--- config.mk ---
export PLATFORM = sky130hd
export DESIGN_NAME = tween_segment_sequencer
export DESIGN_NICKNAME = d
export VERILOG_FILES = /design/src/design/tss_pkg.sv /design/src/design/tss_alu.sv /design/src/design/tss_core.sv /design/src/design/tween_segment_sequencer.sv
export SDC_FILE = /design/constraint.sdc
export NUM_CORES = 1
export LEC_CHECK = 0
export ABC_AREA = 1
export BUFFER_PORTS_ARGS = -buffer_cell sky130_fd_sc_hd__buf_4
export CORE_MARGIN = 8
export CORE_UTILIZATION = 35
export DETAILED_ROUTE_END_ITERATION = 12
export SYNTH_ARGS = -nofsm -noshare
export SYNTH_HDL_FRONTEND = slang
export SYNTH_HIERARCHICAL = 1
export SYNTH_SLANG_ARGS = --single-unit
--- constraint.sdc ---
create_clock -name clk -period 6.35 [get_ports clk]
set_clock_uncertainty 0.05 [all_clocks]
set_input_delay 0.635 -clock clk [delete_from_list [all_inputs] [get_ports clk]]
set_output_delay 0.635 -clock clk [all_outputs]
set_load 0.01 [all_outputs]
--- src/design/tss_pkg.sv ---
// Shared types and constants for the tween segment sequencer.
// No dependencies; imported by tss_alu, tss_core and tween_segment_sequencer.
package tss_pkg;

  localparam int          QBITS   = 16;
  localparam logic [16:0] ONE_Q16 = 17'h10000;
  localparam logic [8:0]  PASS_SAT = 9'd256;

  localparam logic [2:0] CMD_TICK   = 3'd0;
  localparam logic [2:0] CMD_START  = 3'd1;
  localparam logic [2:0] CMD_STOP   = 3'd2;
  localparam logic [2:0] CMD_PAUSE  = 3'd3;
  localparam logic [2:0] CMD_RESUME = 3'd4;
  localparam logic [2:0] CMD_TOGGLE = 3'd5;
  localparam logic [2:0] CMD_RESET  = 3'd6;

  localparam logic [2:0] REG_SEG_COUNT = 3'd0;
  localparam logic [2:0] REG_SEG_FIRST = 3'd1;
  localparam logic [2:0] REG_SEG_LAST  = 3'd4;

  localparam int IN_W = 24;

  typedef enum logic [1:0] {
    MODE_STOPPED   = 2'd0,
    MODE_STARTED   = 2'd1,
    MODE_PAUSED    = 2'd2,
    MODE_COMPLETED = 2'd3
  } mode_t;

  typedef enum logic {
    ALU_ADD = 1'b0,
    ALU_SUB = 1'b1
  } alu_op_t;

  // First member lands in the top bits; run state sits at bit 0.
  typedef struct packed {
    logic        dropped;
    logic        done_now;
    logic        advanced;
    logic        wrapped;
    logic        reversed;
    logic [8:0]  passes;
    logic [16:0] progress;
    logic [1:0]  seg;
    mode_t       mode;
  } res_t;

  typedef struct packed {
    logic [2:0]  cmd;
    logic [15:0] dt;
    logic        force_start;
  } item_t;

  localparam int RES_W = $bits(res_t);
  localparam int OUT_W = ((RES_W + 7) / 8) * 8;

endpackage

--- src/design/tss_alu.sv ---
// Shared add/subtract unit of the tween segment sequencer.
// Depends on tss_pkg for the operation code.
module tss_alu #(
  parameter int W = 26
) (
  input  tss_pkg::alu_op_t op,
  input  logic [W-1:0]     a,
  input  logic [W-1:0]     b,
  output logic [W-1:0]     y,
  output logic             borrow
);
  import tss_pkg::*;

  logic [W:0] ext;

  always_comb begin
    unique case (op)
      ALU_ADD: ext = {1'b0, a} + {1'b0, b};
      ALU_SUB: ext = {1'b0, a} - {1'b0, b};
    endcase
  end

  assign y      = ext[W-1:0];
  assign borrow = (op == ALU_SUB) && ext[W];

endmodule

--- src/design/tss_core.sv ---
// Sequencer of the tween segment sequencer: run state, pass loop and
// progress division, all through one tss_alu. Depends on tss_pkg, tss_alu.
module tss_core #(
  parameter int MAX_SEGMENTS       = 4,
  parameter int DURATION_BITS      = 24,
  parameter int MAX_WRAPS_PER_TICK = 8,
  localparam int WORD_W = DURATION_BITS + 11,
  localparam int SEG_W  = (MAX_SEGMENTS > 1) ? $clog2(MAX_SEGMENTS) : 1,
  localparam int UC_W   = $clog2(MAX_SEGMENTS + 1)
) (
  input  logic                clk,
  input  logic                rst,
  input  logic                start,
  input  tss_pkg::item_t      item,
  output logic                in_ready,
  output logic [SEG_W-1:0]    cur_seg,
  input  logic [WORD_W-1:0]   cur_word,
  input  logic                word0_srev,
  input  logic [UC_W-1:0]     used_cnt,
  input  logic                out_free,
  output logic                res_valid,
  output tss_pkg::res_t       res
);
  import tss_pkg::*;

  localparam int DB   = DURATION_BITS;
  localparam int RW   = ((DB > 16) ? DB : 16) + 1;
  localparam int AW   = RW + 1;
  localparam int WR_W = $clog2(MAX_WRAPS_PER_TICK + 1);

  typedef enum logic [2:0] {
    ST_IDLE, ST_ADD, ST_CMP, ST_LOADREV, ST_PREP, ST_DIV, ST_FIN
  } state_t;

  state_t            state;
  state_t            ret_state;
  mode_t             mode;
  logic [SEG_W-1:0]  seg;
  logic [DB-1:0]     elapsed;
  logic [8:0]        pass_counter;
  logic              rev;
  logic [RW-1:0]     dt;
  logic [AW-1:0]     sum;
  logic [DB-1:0]     rem;
  logic [16:0]       raw;
  logic [3:0]        bitcnt;
  logic [WR_W-1:0]   wraps;
  logic              wrapped, advanced, done_now, dropped;

  // segment word fields
  logic [DB-1:0] dur;
  logic [7:0]    reps;
  logic          inf_rep, yoyo, srev;

  assign dur     = cur_word[DB-1:0];
  assign reps    = cur_word[DB+7:DB];
  assign inf_rep = cur_word[DB+8];
  assign yoyo    = cur_word[DB+9];
  assign srev    = cur_word[DB+10];

  alu_op_t       alu_op;
  logic [AW-1:0] alu_a, alu_b, alu_y;
  logic          alu_borrow;

  always_comb begin
    alu_op = ALU_ADD;
    alu_a  = '0;
    alu_b  = '0;
    unique case (state)
      ST_ADD: begin
        alu_op = ALU_ADD;
        alu_a  = AW'(elapsed);
        alu_b  = AW'(dt);
      end
      ST_CMP: begin
        alu_op = ALU_SUB;
        alu_a  = sum;
        alu_b  = AW'(dur);
      end
      ST_PREP: begin
        alu_op = ALU_SUB;
        alu_a  = AW'(elapsed);
        alu_b  = AW'(dur);
      end
      ST_DIV: begin
        alu_op = ALU_SUB;
        alu_a  = AW'({rem, 1'b0});
        alu_b  = AW'(dur);
      end
      ST_FIN: begin
        alu_op = ALU_SUB;
        alu_a  = AW'(ONE_Q16);
        alu_b  = AW'(raw);
      end
      default: begin
        alu_op = ALU_ADD;
      end
    endcase
  end

  tss_alu #(.W(AW)) u_alu (
    .op     (alu_op),
    .a      (alu_a),
    .b      (alu_b),
    .y      (alu_y),
    .borrow (alu_borrow)
  );

  // Pass-end decision, shared by the zero-duration and the overflow cases.
  logic [RW-1:0]   pe_dt;
  logic [8:0]      pc_inc;
  logic            pe_rep, pe_next, pe_limit;
  logic [UC_W-1:0] seg_plus1;
  logic [WR_W-1:0] wraps_inc;

  always_comb begin
    pe_dt     = (state == ST_CMP) ? alu_y[RW-1:0] : '0;
    pc_inc    = (pass_counter < PASS_SAT) ? pass_counter + 9'd1 : pass_counter;
    pe_rep    = inf_rep || (pc_inc <= {1'b0, reps});
    seg_plus1 = UC_W'(seg) + UC_W'(1);
    pe_next   = seg_plus1 < used_cnt;
    wraps_inc = wraps + WR_W'(1);
    pe_limit  = wraps_inc >= WR_W'(MAX_WRAPS_PER_TICK);
  end

  logic pass_end;
  assign pass_end = ((state == ST_ADD) && (dur == '0)) ||
                    ((state == ST_CMP) && !alu_borrow);

  // a tick that reaches the pass logic or completes an empty timeline
  logic tick_live;
  assign tick_live = (item.cmd == CMD_TICK) && (item.dt != '0) && (mode == MODE_STARTED);

  always_ff @(posedge clk) begin
    if (rst) begin
      state        <= ST_IDLE;
      ret_state    <= ST_PREP;
      mode         <= MODE_STOPPED;
      seg          <= '0;
      elapsed      <= '0;
      pass_counter <= '0;
      rev          <= 1'b0;
      wraps        <= '0;
      wrapped      <= 1'b0;
      advanced     <= 1'b0;
      done_now     <= 1'b0;
      dropped      <= 1'b0;
      bitcnt       <= '0;
    end else begin
      if (pass_end) begin
        wraps <= wraps_inc;
        dt    <= pe_dt;
        if (pe_rep) begin
          if (yoyo) rev <= ~rev;
          elapsed      <= '0;
          pass_counter <= pc_inc;
          wrapped      <= 1'b1;
        end else if (pe_next) begin
          seg          <= seg + SEG_W'(1);
          elapsed      <= '0;
          pass_counter <= '0;
          advanced     <= 1'b1;
        end else begin
          mode         <= MODE_COMPLETED;
          elapsed      <= dur;
          pass_counter <= pc_inc;
          done_now     <= 1'b1;
        end
        if (!pe_rep && !pe_next) begin
          state <= ST_PREP;
        end else begin
          if (pe_dt != '0 && pe_limit) dropped <= 1'b1;
          if (pe_dt == '0 || pe_limit) begin
            ret_state <= ST_PREP;
          end else begin
            ret_state <= ST_ADD;
          end
          // a new segment needs its start direction before going on
          if (pe_rep) begin
            state <= (pe_dt == '0 || pe_limit) ? ST_PREP : ST_ADD;
          end else begin
            state <= ST_LOADREV;
          end
        end
      end else begin
        unique case (state)
          ST_IDLE: begin
            if (start) begin
              wrapped  <= 1'b0;
              advanced <= 1'b0;
              done_now <= tick_live && (used_cnt == '0);
              dropped  <= 1'b0;
              state    <= (tick_live && (used_cnt != '0)) ? ST_ADD : ST_PREP;
              unique case (item.cmd)
                CMD_TICK: begin
                  if (tick_live) begin
                    if (used_cnt == '0) begin
                      mode <= MODE_COMPLETED;
                    end else begin
                      wraps <= '0;
                      dt    <= RW'(item.dt);
                    end
                  end
                end
                CMD_START, CMD_TOGGLE, CMD_RESET: begin
                  if (item.cmd == CMD_TOGGLE && mode == MODE_STARTED) begin
                    mode <= MODE_PAUSED;
                  end else if (item.cmd == CMD_TOGGLE && mode == MODE_PAUSED) begin
                    mode <= MODE_STARTED;
                  end else if (item.cmd == CMD_RESET || mode != MODE_STARTED ||
                               (item.cmd == CMD_START && item.force_start)) begin
                    seg          <= '0;
                    elapsed      <= '0;
                    pass_counter <= '0;
                    rev          <= word0_srev;
                    mode         <= (item.cmd == CMD_RESET) ? MODE_STOPPED : MODE_STARTED;
                  end
                end
                CMD_STOP: begin
                  if (mode == MODE_STARTED || mode == MODE_PAUSED) mode <= MODE_STOPPED;
                end
                CMD_PAUSE: begin
                  if (mode == MODE_STARTED) mode <= MODE_PAUSED;
                end
                CMD_RESUME: begin
                  if (mode == MODE_PAUSED) mode <= MODE_STARTED;
                end
                default: begin
                end
              endcase
            end
          end
          ST_ADD: begin
            // non-zero duration here: pass_end covers the zero case
            sum   <= alu_y;
            state <= ST_CMP;
          end
          ST_CMP: begin
            // pass not finished: time fits inside it
            elapsed <= sum[DB-1:0];
            state   <= ST_PREP;
          end
          ST_LOADREV: begin
            rev   <= srev;
            state <= ret_state;
          end
          ST_PREP: begin
            bitcnt <= '0;
            rem    <= elapsed;
            if (dur == '0) begin
              raw   <= (mode == MODE_COMPLETED) ? ONE_Q16 : '0;
              state <= ST_FIN;
            end else if (!alu_borrow) begin
              raw   <= ONE_Q16;
              state <= ST_FIN;
            end else begin
              raw   <= '0;
              state <= ST_DIV;
            end
          end
          ST_DIV: begin
            rem    <= alu_borrow ? {rem[DB-2:0], 1'b0} : alu_y[DB-1:0];
            raw    <= {raw[15:0], !alu_borrow};
            bitcnt <= bitcnt + 4'd1;
            if (bitcnt == 4'(QBITS - 1)) state <= ST_FIN;
          end
          ST_FIN: begin
            if (out_free) state <= ST_IDLE;
          end
          default: begin
            state <= ST_IDLE;
          end
        endcase
      end
    end
  end

  assign in_ready  = (state == ST_IDLE);
  assign cur_seg   = seg;
  assign res_valid = (state == ST_FIN);

  always_comb begin
    res.mode     = mode;
    res.seg      = 2'(seg);
    res.progress = rev ? alu_y[16:0] : raw;
    res.passes   = pass_counter;
    res.reversed = rev;
    res.wrapped  = wrapped;
    res.advanced = advanced;
    res.done_now = done_now;
    res.dropped  = dropped;
  end

`ifndef ASSERT_OFF
  a_pass_sat: assert property (@(posedge clk) disable iff (rst)
    pass_counter <= PASS_SAT)
    else $error("pass counter beyond saturation");

  a_seg_range: assert property (@(posedge clk) disable iff (rst)
    int'(seg) < MAX_SEGMENTS)
    else $error("segment index beyond segment store");

  a_div_rem: assert property (@(posedge clk) disable iff (rst)
    (state == ST_DIV) |-> (rem < dur))
    else $error("division remainder not below duration");

  a_wrap_limit: assert property (@(posedge clk) disable iff (rst)
    int'(wraps) <= MAX_WRAPS_PER_TICK)
    else $error("wrap count beyond limit");

  a_ready_idle: assert property (@(posedge clk) disable iff (rst)
    (res_valid && !out_free) |=> (res_valid && $stable(res)))
    else $error("result changed while waiting for output register");
`endif

endmodule

--- src/design/tween_segment_sequencer.sv ---
// Tween segment sequencer: timeline of up to MAX_SEGMENTS segments with
// repeat, yoyo and start-reversed passes, driven by run commands and ticks.
//
// Input stream (s_*): one word per command; s_tuser holds the command,
// s_tdata the tick amount and the force-start flag.
// Output stream (m_*): one status word per input word, in order.
// Config channel (cfg_*): always ready; index 0 is the segment count,
// indexes 1..4 the segment words. Write only while the block is idle.
//
// Each word goes through accept, prepare and finish steps, plus a division
// step for each quotient bit when the elapsed time lies below a non-zero
// duration. A tick adds an add and a compare step per pass it visits (only the
// add for a zero-length pass) and a direction-load step per segment change.
// The single shared add/subtract unit serves each add and compare step of the
// pass loop and each quotient bit. The block takes no word while one is in
// progress. The result sits in an output register, so the next word is
// accepted while it waits; if m_tready stays low the sequencer holds its
// finished result and stalls. Reset clears run state, segment registers and
// the output valid.
module tween_segment_sequencer #(
  parameter int MAX_SEGMENTS       = 4,
  parameter int DURATION_BITS      = 24,
  parameter int MAX_WRAPS_PER_TICK = 8
) (
  input  logic                        clk,
  input  logic                        rst,
  input  logic                        s_tvalid,
  output logic                        s_tready,
  // tick_amount[15:0], force_start[16], zero pad [23:17]
  input  logic [tss_pkg::IN_W-1:0]    s_tdata,
  // cmd[2:0]
  input  logic [2:0]                  s_tuser,
  output logic                        m_tvalid,
  input  logic                        m_tready,
  // run_state[1:0], segment_index[3:2], progress_q16[20:4], passes_done[29:21],
  // is_reversed[30], pass_wrapped[31], segment_advanced[32],
  // completed_now[33], time_dropped[34], zero pad [39:35]
  output logic [tss_pkg::OUT_W-1:0]   m_tdata,
  input  logic                        cfg_valid,
  output logic                        cfg_ready,
  input  logic [2:0]                  cfg_index,
  input  logic [DURATION_BITS+10:0]   cfg_data
);
  import tss_pkg::*;

  localparam int WORD_W = DURATION_BITS + 11;
  localparam int SEG_W  = (MAX_SEGMENTS > 1) ? $clog2(MAX_SEGMENTS) : 1;
  localparam int UC_W   = $clog2(MAX_SEGMENTS + 1);

  logic [2:0]        seg_count;
  logic [WORD_W-1:0] seg_word [MAX_SEGMENTS];
  logic [UC_W-1:0]   used_cnt;
  logic [SEG_W-1:0]  cur_seg;
  logic [SEG_W-1:0]  widx;
  logic              core_ready, res_valid, out_free;
  res_t              res;
  item_t             item;

  assign cfg_ready = 1'b1;
  assign widx      = SEG_W'(cfg_index - REG_SEG_FIRST);

  always_ff @(posedge clk) begin
    if (rst) begin
      seg_count <= '0;
      for (int i = 0; i < MAX_SEGMENTS; i++) seg_word[i] <= '0;
    end else if (cfg_valid) begin
      if (cfg_index == REG_SEG_COUNT) begin
        seg_count <= cfg_data[2:0];
      end else if (cfg_index >= REG_SEG_FIRST && cfg_index <= REG_SEG_LAST &&
                   int'(cfg_index) - 1 < MAX_SEGMENTS) begin
        seg_word[widx] <= cfg_data;
      end
    end
  end

  assign used_cnt = (int'(seg_count) > MAX_SEGMENTS) ? UC_W'(MAX_SEGMENTS) : UC_W'(seg_count);

  assign item.cmd         = s_tuser;
  assign item.dt          = s_tdata[15:0];
  assign item.force_start = s_tdata[16];
  assign s_tready         = core_ready;
  assign out_free         = !m_tvalid || m_tready;

  tss_core #(
    .MAX_SEGMENTS       (MAX_SEGMENTS),
    .DURATION_BITS      (DURATION_BITS),
    .MAX_WRAPS_PER_TICK (MAX_WRAPS_PER_TICK)
  ) u_core (
    .clk        (clk),
    .rst        (rst),
    .start      (s_tvalid && core_ready),
    .item       (item),
    .in_ready   (core_ready),
    .cur_seg    (cur_seg),
    .cur_word   (seg_word[cur_seg]),
    .word0_srev (seg_word[0][DURATION_BITS+10]),
    .used_cnt   (used_cnt),
    .out_free   (out_free),
    .res_valid  (res_valid),
    .res        (res)
  );

  // output register: load a finished result, drop the word once taken
  always_ff @(posedge clk) begin
    if (rst) begin
      m_tvalid <= 1'b0;
    end else if (res_valid && out_free) begin
      m_tvalid <= 1'b1;
    end else if (m_tready) begin
      m_tvalid <= 1'b0;
    end
  end

  always_ff @(posedge clk) begin
    if (res_valid && out_free) m_tdata <= OUT_W'(res);
  end

endmodule
* Word-level counts from Yosys, hierarchy flattened
Memory sizes are Yosys's and may differ from the RTL's. A register that Yosys moved wholly into a read port is not among the register bits. Index checks and enable logic that the tools add are counted. W data, S select, Z words.
Word-level totals: register bits 187, RAM bits 140, input bits 70, output and inout bits 43, logic and storage cells 270, memories 1
Memory list:
- seg_word | words 4, width 35, rd ports 2, clocked after memory_dff 1, write ports 4, line tween_segment_sequencer.sv:51 | logic [WORD_W-1:0] seg_word [MAX_SEGMENTS];
Cells by class: add/subtract/negate cells 9, magnitude comparators 8, equality and inequality tests 40, mux-type cells 118, bitwise gates (word level) 5, reduce and logical (&&, ||, !) cells 69
Operator list (number):
- $mux W24 | 9
- $mux W25 | 7
- $pmux W26 S4 | 1
- $pmux W24 S2 | 2
- $mux W9 | 10
- $pmux W25 S3 | 1
- $mux W17 | 4
- $pmux W27 S2 | 1
- $mux W2 | 26
- $mux W1 | 35
- $mux W35 | 1
- $reduce_or A35 Y1 | 1
- $pmux W17 S2 | 1
- $mux W3 | 10
- $add A26 B25 Y27 | 1
- $ne A3 B1 Y1 const B | 9
- $sub A26 B26 Y27 | 1
- $logic_not A25 Y1 | 1
- $reduce_bool A25 Y1 | 1
- $logic_not A24 Y1 | 1
- $mux W4 | 6
- $pmux W3 S7 | 1
- $eq A3 B3 Y1 const B | 6
- $reduce_and A6 Y1 | 3
- other kinds (44) | 110

* Longest topological paths before layout
depth after elaboration 13, depth in mapped cells 39, gate-level depth less buffers 38

* Hierarchy
The synthesis kept the hierarchy.
Modules (own cells, without submodules):
- tss_core | instances 1, cells an instance 1055, area an instance 8189.1 µm², seq. area each 3863.7 µm²
- tween_segment_sequencer | instances 1, cells an instance 627, area an instance 7533.5 µm², seq. area each 5335.1 µm²
- tss_alu | instances 1, cells an instance 547, area an instance 2726.4 µm², seq. area each 0.0 µm²

* Least setup slack after synthesis
OpenSTA, ideal clock, no wires.
path type flip-flop to flip-flop, start register, netlist name u_core/cur_seg[0], end register u_core.sum[0], enable pin, setup time 0.442 ns, arrival time 5.605 ns, required time 5.858 ns, setup slack 0.253 ns, stages on the path, launching flop included 28, buffers on the path 3, period minus slack after synthesis 6.097 ns, cells stage by stage dfxtp_1 -> buf_2 -> clkinv_1 -> clkbuf_1 -> o21ai_0 -> o22ai_1 -> nand2_1 -> nand2_1 -> inv_1 -> ha_1 -> nand3_1 -> nor2_2 -> nand2_1 -> nand2_1 -> o21ai_1 -> xnor2_1 -> ha_1 -> nand2_1 -> inv_1 -> a21oi_1 -> o21bai_1 -> nand2_1 -> nand3_1 -> nor2_1 -> or2_4 -> nand2_4 -> clkbuf_1 -> nor3_1
RTL lines:
- to (signal assigned) | line tss_core.sv:235 | sum <= alu_y;
- to (decl) | line tss_core.sv:43 | logic [AW-1:0] sum;

* Worst setup path in the final report
start register u_core.state[1], end register u_core.dt[11], enable pin
Between the ends: longest elaborated chain between the ends 11, elaborated cells on any way between the ends 28, classes of those cells add/sub: 2; eq/ne: 6; mux: 4; bitwise: 1; reduce/logical: 15
RTL lines:
- from (decl) | line tss_core.sv:35 | state_t state;
- from (signal assigned) | line tss_core.sv:180 | state <= (pe_dt == '0 || pe_limit) ? ST_PREP : ST_ADD;
- from (signal assigned) | line tss_core.sv:193 | state <= (tick_live && (used_cnt != '0)) ? ST_ADD : ST_PREP;
- from (signal assigned) | line tss_core.sv:245 | state <= ret_state;
- $eq A3 B3 Y1 / $eq A3 B2 Y1 (equally long branches) | line tss_core.sv:69 | unique case (state)
- $reduce_or A3 Y1 (no line)
- $pmux W25 S3 (*) | line tss_core.sv:69
- named net u_core.alu_b[0] | line tss_core.sv:62 | logic [AW-1:0] alu_a, alu_b, alu_y;
- $sub A26 B26 Y27 / $add A26 B25 Y27 (equally long branches) | line tss_alu.sv:19, tss_alu.sv:18
- $pmux W27 S2 (*) | line tss_alu.sv:17 | unique case (op)
- $logic_and A1 B1 Y1 (*) | line tss_alu.sv:24 | assign borrow = (op == ALU_SUB) && ext[W];
- named net u_core.alu_borrow | line tss_core.sv:63 | logic alu_borrow;
- $logic_not A1 Y1 (*) | line tss_core.sv:128 | ((state == ST_CMP) && !alu_borrow);
- $logic_and A1 B1 Y1 (*) | line tss_core.sv:128
- $logic_or A1 B1 Y1 (*) | line tss_core.sv:127 | assign pass_end = ((state == ST_ADD) && (dur == '0)) ||
- $ne A2 B1 Y1 (no line) / $reduce_bool A2 Y1 (equally long branches)
- $reduce_and A6 Y1 (no line) (*)
- to (signal assigned) | line tss_core.sv:152 | dt <= pe_dt;
- to (signal assigned) | line tss_core.sv:201 | dt <= RW'(item.dt);
- to (decl) | line tss_core.sv:42 | logic [RW-1:0] dt;
Mark *: on every way through the listed nets, which the timed path passes. The rest lies on a longest branch. A chain may end at the register's enable or synchronous reset.

==> metrics.csv <==
stage,metric,value,unit
run_status,outcome,"finished, final reports clean",
clock_network,post-CTS resize count,0,
place,placed wire-length estimate,40100,um
sta,final setup margin,568.7,ps
clock_network,TritonCTS Buffers,37,
sta,setup violators final,0,
die,Die W,245.6,um
run,Max-Cap Viols,0,
sta,RSZ-0062 raised after global routing,false,
clock_network,Clock Tree Root,clkbuf_16,
clock_network,H-Tree Depth,2,
drt,Starting DRT DRC Count,1299,
drt,DRT Wirelength,56190,um
layout,Nets,2441,
place,Setup Slack @ Placement,641.8,ps
sta,fin. max-slew vios,0,
worst_setup_path,FF-to-FF Start,u_core/state[1]$_SDFFE_PP0P_,
hold_path,min-delay worst type,primary input to flop,
worst_setup_path,Worst Path Max Fanout,27,
synth,top cell type's share of synthesized area,0.4346,
worst_setup_path,CP arrival,5990,ps
grt,largest net degree at the start of global routing,76,
layout,"leading cell types in the layout, fill and taps excluded","nand2_1, nor2_1, edfxtp_1, inv_1, buf_4",
clock_network,Post-CTS Hold Buffers,0,
sta,Max Clock Freq,173.0,MHz
die,FP Rows,84,
clock_network,worst skew pair latency,550,ps
worst_setup_path,r2r endpoint,u_core/dt[11]$_DFFE_PP_,
grt,Congestion Overflow GR,0,
place,GP Congestion,0.9158,
grt,GRT Total Usage,0.1831,
synth,Avg Synthesized Cell Area,8.277,um2
layout,layout cell share with drive strength beyond 1,0.1289,
sta,max_slew headroom,0.2603,
hold_path,Hold Crit Depth,3,
clock_network,Worst-path clk slew,60,ps
drt,Detailed Routing Iterations Pass 1,5,
drt,DR WL/cell,18.49,um
synth,Syn Inst Count,2229,
drt,drt drc,0,
synth,Mapped Area,0.01845,mm2
drt,vias,15643,
clock_network,Post-CTS Setup Inserts,0,
worst_setup_path,Setup crit start kind,flop,
hold_path,min-delay src,s_tdata[1],
grt,global-route wire length before repair,87590,um
synth,Yosys top cell by area,edfxtp_1,
die,die span in y,245.6,um
synth,number of synthesized register bits,326,
die,die area,0.06031,mm2
synth,post-synthesis sequential area ratio,0.4986,
hold_path,WHS Endpoint,u_core/dt[1]$_DFFE_PP_,
worst_setup_path,register-to-register setup slack,570,ps
power_and_ir_drop,leakage power,9.002,nW
die,Initial Util,0.3525,
sta,Sum Neg Setup Slack,0,ps
sta,"Hold Violations, Final",0,
clock_network,Clock Path Buffers,3,
sta,post-layout min period,5781,ps
drt,number of nets with antenna violations after routing,0,
worst_setup_path,CP required,6560,ps
drt,Vias/cell,5.147,
grt,initial antenna violation count,0,
sta,Tightest Pin Transition,1106,ps
synth,Netlist cell types,48,
clock_network,CTS tree,yes,
layout,Area growth syn-to-layout,15.00,%
clock_network,clock sink total,326,
synth,Yosys warnings,6,
synth,Synth area leaders,"edfxtp_1, nand2_1, dfxtp_1, nor2_1, inv_1",
place,port bufs,99,
layout,# diodes,0,
worst_setup_path,worst reg2reg path depth,26,
worst_setup_path,path type of the worst setup path,flop to flop,
power_and_ir_drop,Worst VDD drop,0.3265,mV
die,core box area,0.05234,mm2
worst_setup_path,CP endpoint kind,flop,
grt,number of global-route vias before repair,15514,
die,# IOs,113,
layout,"most common cell after layout, fill and taps aside",nand2_1,
power_and_ir_drop,Cell Pwr Density,512.7,mW/mm2
sta,final cycle utilization of the critical path,0.9104,
[worst max-delay path by stage]
| stage | from | endpoint | slack [ps] |
|---|---|---|---|
| 2_1_floorplan | u_core/cur_seg[0]$_SDFFE_PP0P_ | u_core/sum[0]$_DFFE_PP_ | 250 |
| 3_3_place_gp | u_core/state[1]$_SDFFE_PP0P_ | u_core/dt[11]$_DFFE_PP_ | 640 |
| 3_5_place_dp | u_core/state[1]$_SDFFE_PP0P_ | u_core/dt[12]$_DFFE_PP_ | 640 |
| 4_1_cts | u_core/state[1]$_SDFFE_PP0P_ | u_core/dt[12]$_DFFE_PP_ | 620 |
| 5_1_grt | u_core/state[1]$_SDFFE_PP0P_ | u_core/state[0]$_SDFFE_PP0P_ | 220 |
| 6_report | u_core/state[1]$_SDFFE_PP0P_ | u_core/dt[11]$_DFFE_PP_ | 570 |
[worst max-delay path, stage by stage, from the launching register on]
cell and delay (ps):
dfxtp_1 660, inv_1 150, nand2_2 140, nor2_4 150
a22oi_1 280, nand2_1 120, inv_1 150, ha_1 240
nand3_1 160, nor2_2 250, nand3_1 130, xor2_1 150
nand2_1 50, nand2_1 120, ha_1 370, inv_1 80
nor3_1 300, nand2_1 150, nor2_1 120, nand2_1 60
nand3_1 110, nor2_1 100, or2_4 310, nand2_4 110
a21oi_1 80, nor2_2 630, buf_12 240
[per-stage QoR]
step	total power, mW	std cells	cell area (um2)	hold slack [ps]	util
3_3_place_gp	8.672	2971	19990	373.4	0.3820
5_1_grt	11.60	3039	21220	326.2	0.4054
4_1_cts	10.89	3039	21220	317.8	0.4054
2_1_floorplan	6.669	2234	18470	392.1	-
3_5_place_dp	8.693	2971	19990	377.0	0.3820
6_report	10.88	3039	21220	333.7	0.4054
[power breakdown]
part           switching, mW  internal [mW]  leakage (nW)  total, mW
Sequential             0.113           2.75          2.98       2.86
Clock                  0.889           1.27         0.583       2.15
Combinational           4.21           1.66          5.44       5.86
Total                   5.21           5.67          9.00       10.9
[kinds of logic (layout without fill, tap and decap cells)]
family,count (synthesis),count (layout),share of synthesized area
buf+inv,366,483,0.08477
simple gates,1104,1104,0.2562
compound gates,335,335,0.1043
fa+ha+maj,49,49,0.03364
other cells,3,8,0.0006103
xor+xnor,45,45,0.02136
mux,1,1,0.0005426
flops,326,326,0.4986
[area by class of cell]
class / instances / area, um2
fillers: 5248 / 31120
flip-flops and latches: 326 / 9200
multi-input cells: 1542 / 7734
repair buffers: 157 / 1229
clock buffers: 54 / 1115
inverters: 258 / 968.4
well taps: 688 / 860.8
clock inverters: 14 / 110.1
[state kept, by name, indices dropped and copies added, names as in the netlist, 3 cells and up]
name,cells
u_core/sum,26
u_core/bitcnt,4
seg_word,140
u_core/wraps,4
m_tdata,35
u_core/rem,24
u_core/dt,25
u_core/raw,17
u_core/state,3
u_core/pass_counter,9
u_core/elapsed,24
seg_count,3
[metal layers]
metal / part of all wire / GRT usage / wire length (um)
met2: 0.47 / 0.3067 / 26620
met5: 0 / 0 / 0
met1: 0.43 / 0.2375 / 24120
met4: 0.035 / 0.06707 / 1984
met3: 0.062 / 0.02791 / 3459
[synth_stat cells, drive strengths merged]
master	number
nand2	544
nor2	336
edfxtp	267
inv	257
o21ai	164
nand3	148
a21oi	63
dfxtp	59
buf	58
clkbuf	50
ha	48
nor3	47
o22ai	35
a22oi	29
xor2	28
a31oi	22
nand4	19
xnor2	17
o211ai	6
a22o	5
o21bai	5
nand3b	4
o31ai	4
and2	3
conb	3
or2	2
a211oi	1
clkinv	1
fa	1
mux2i	1
nor3b	1
o2bb2ai	1
No activity file was read; power rests on OpenSTA's default activity.
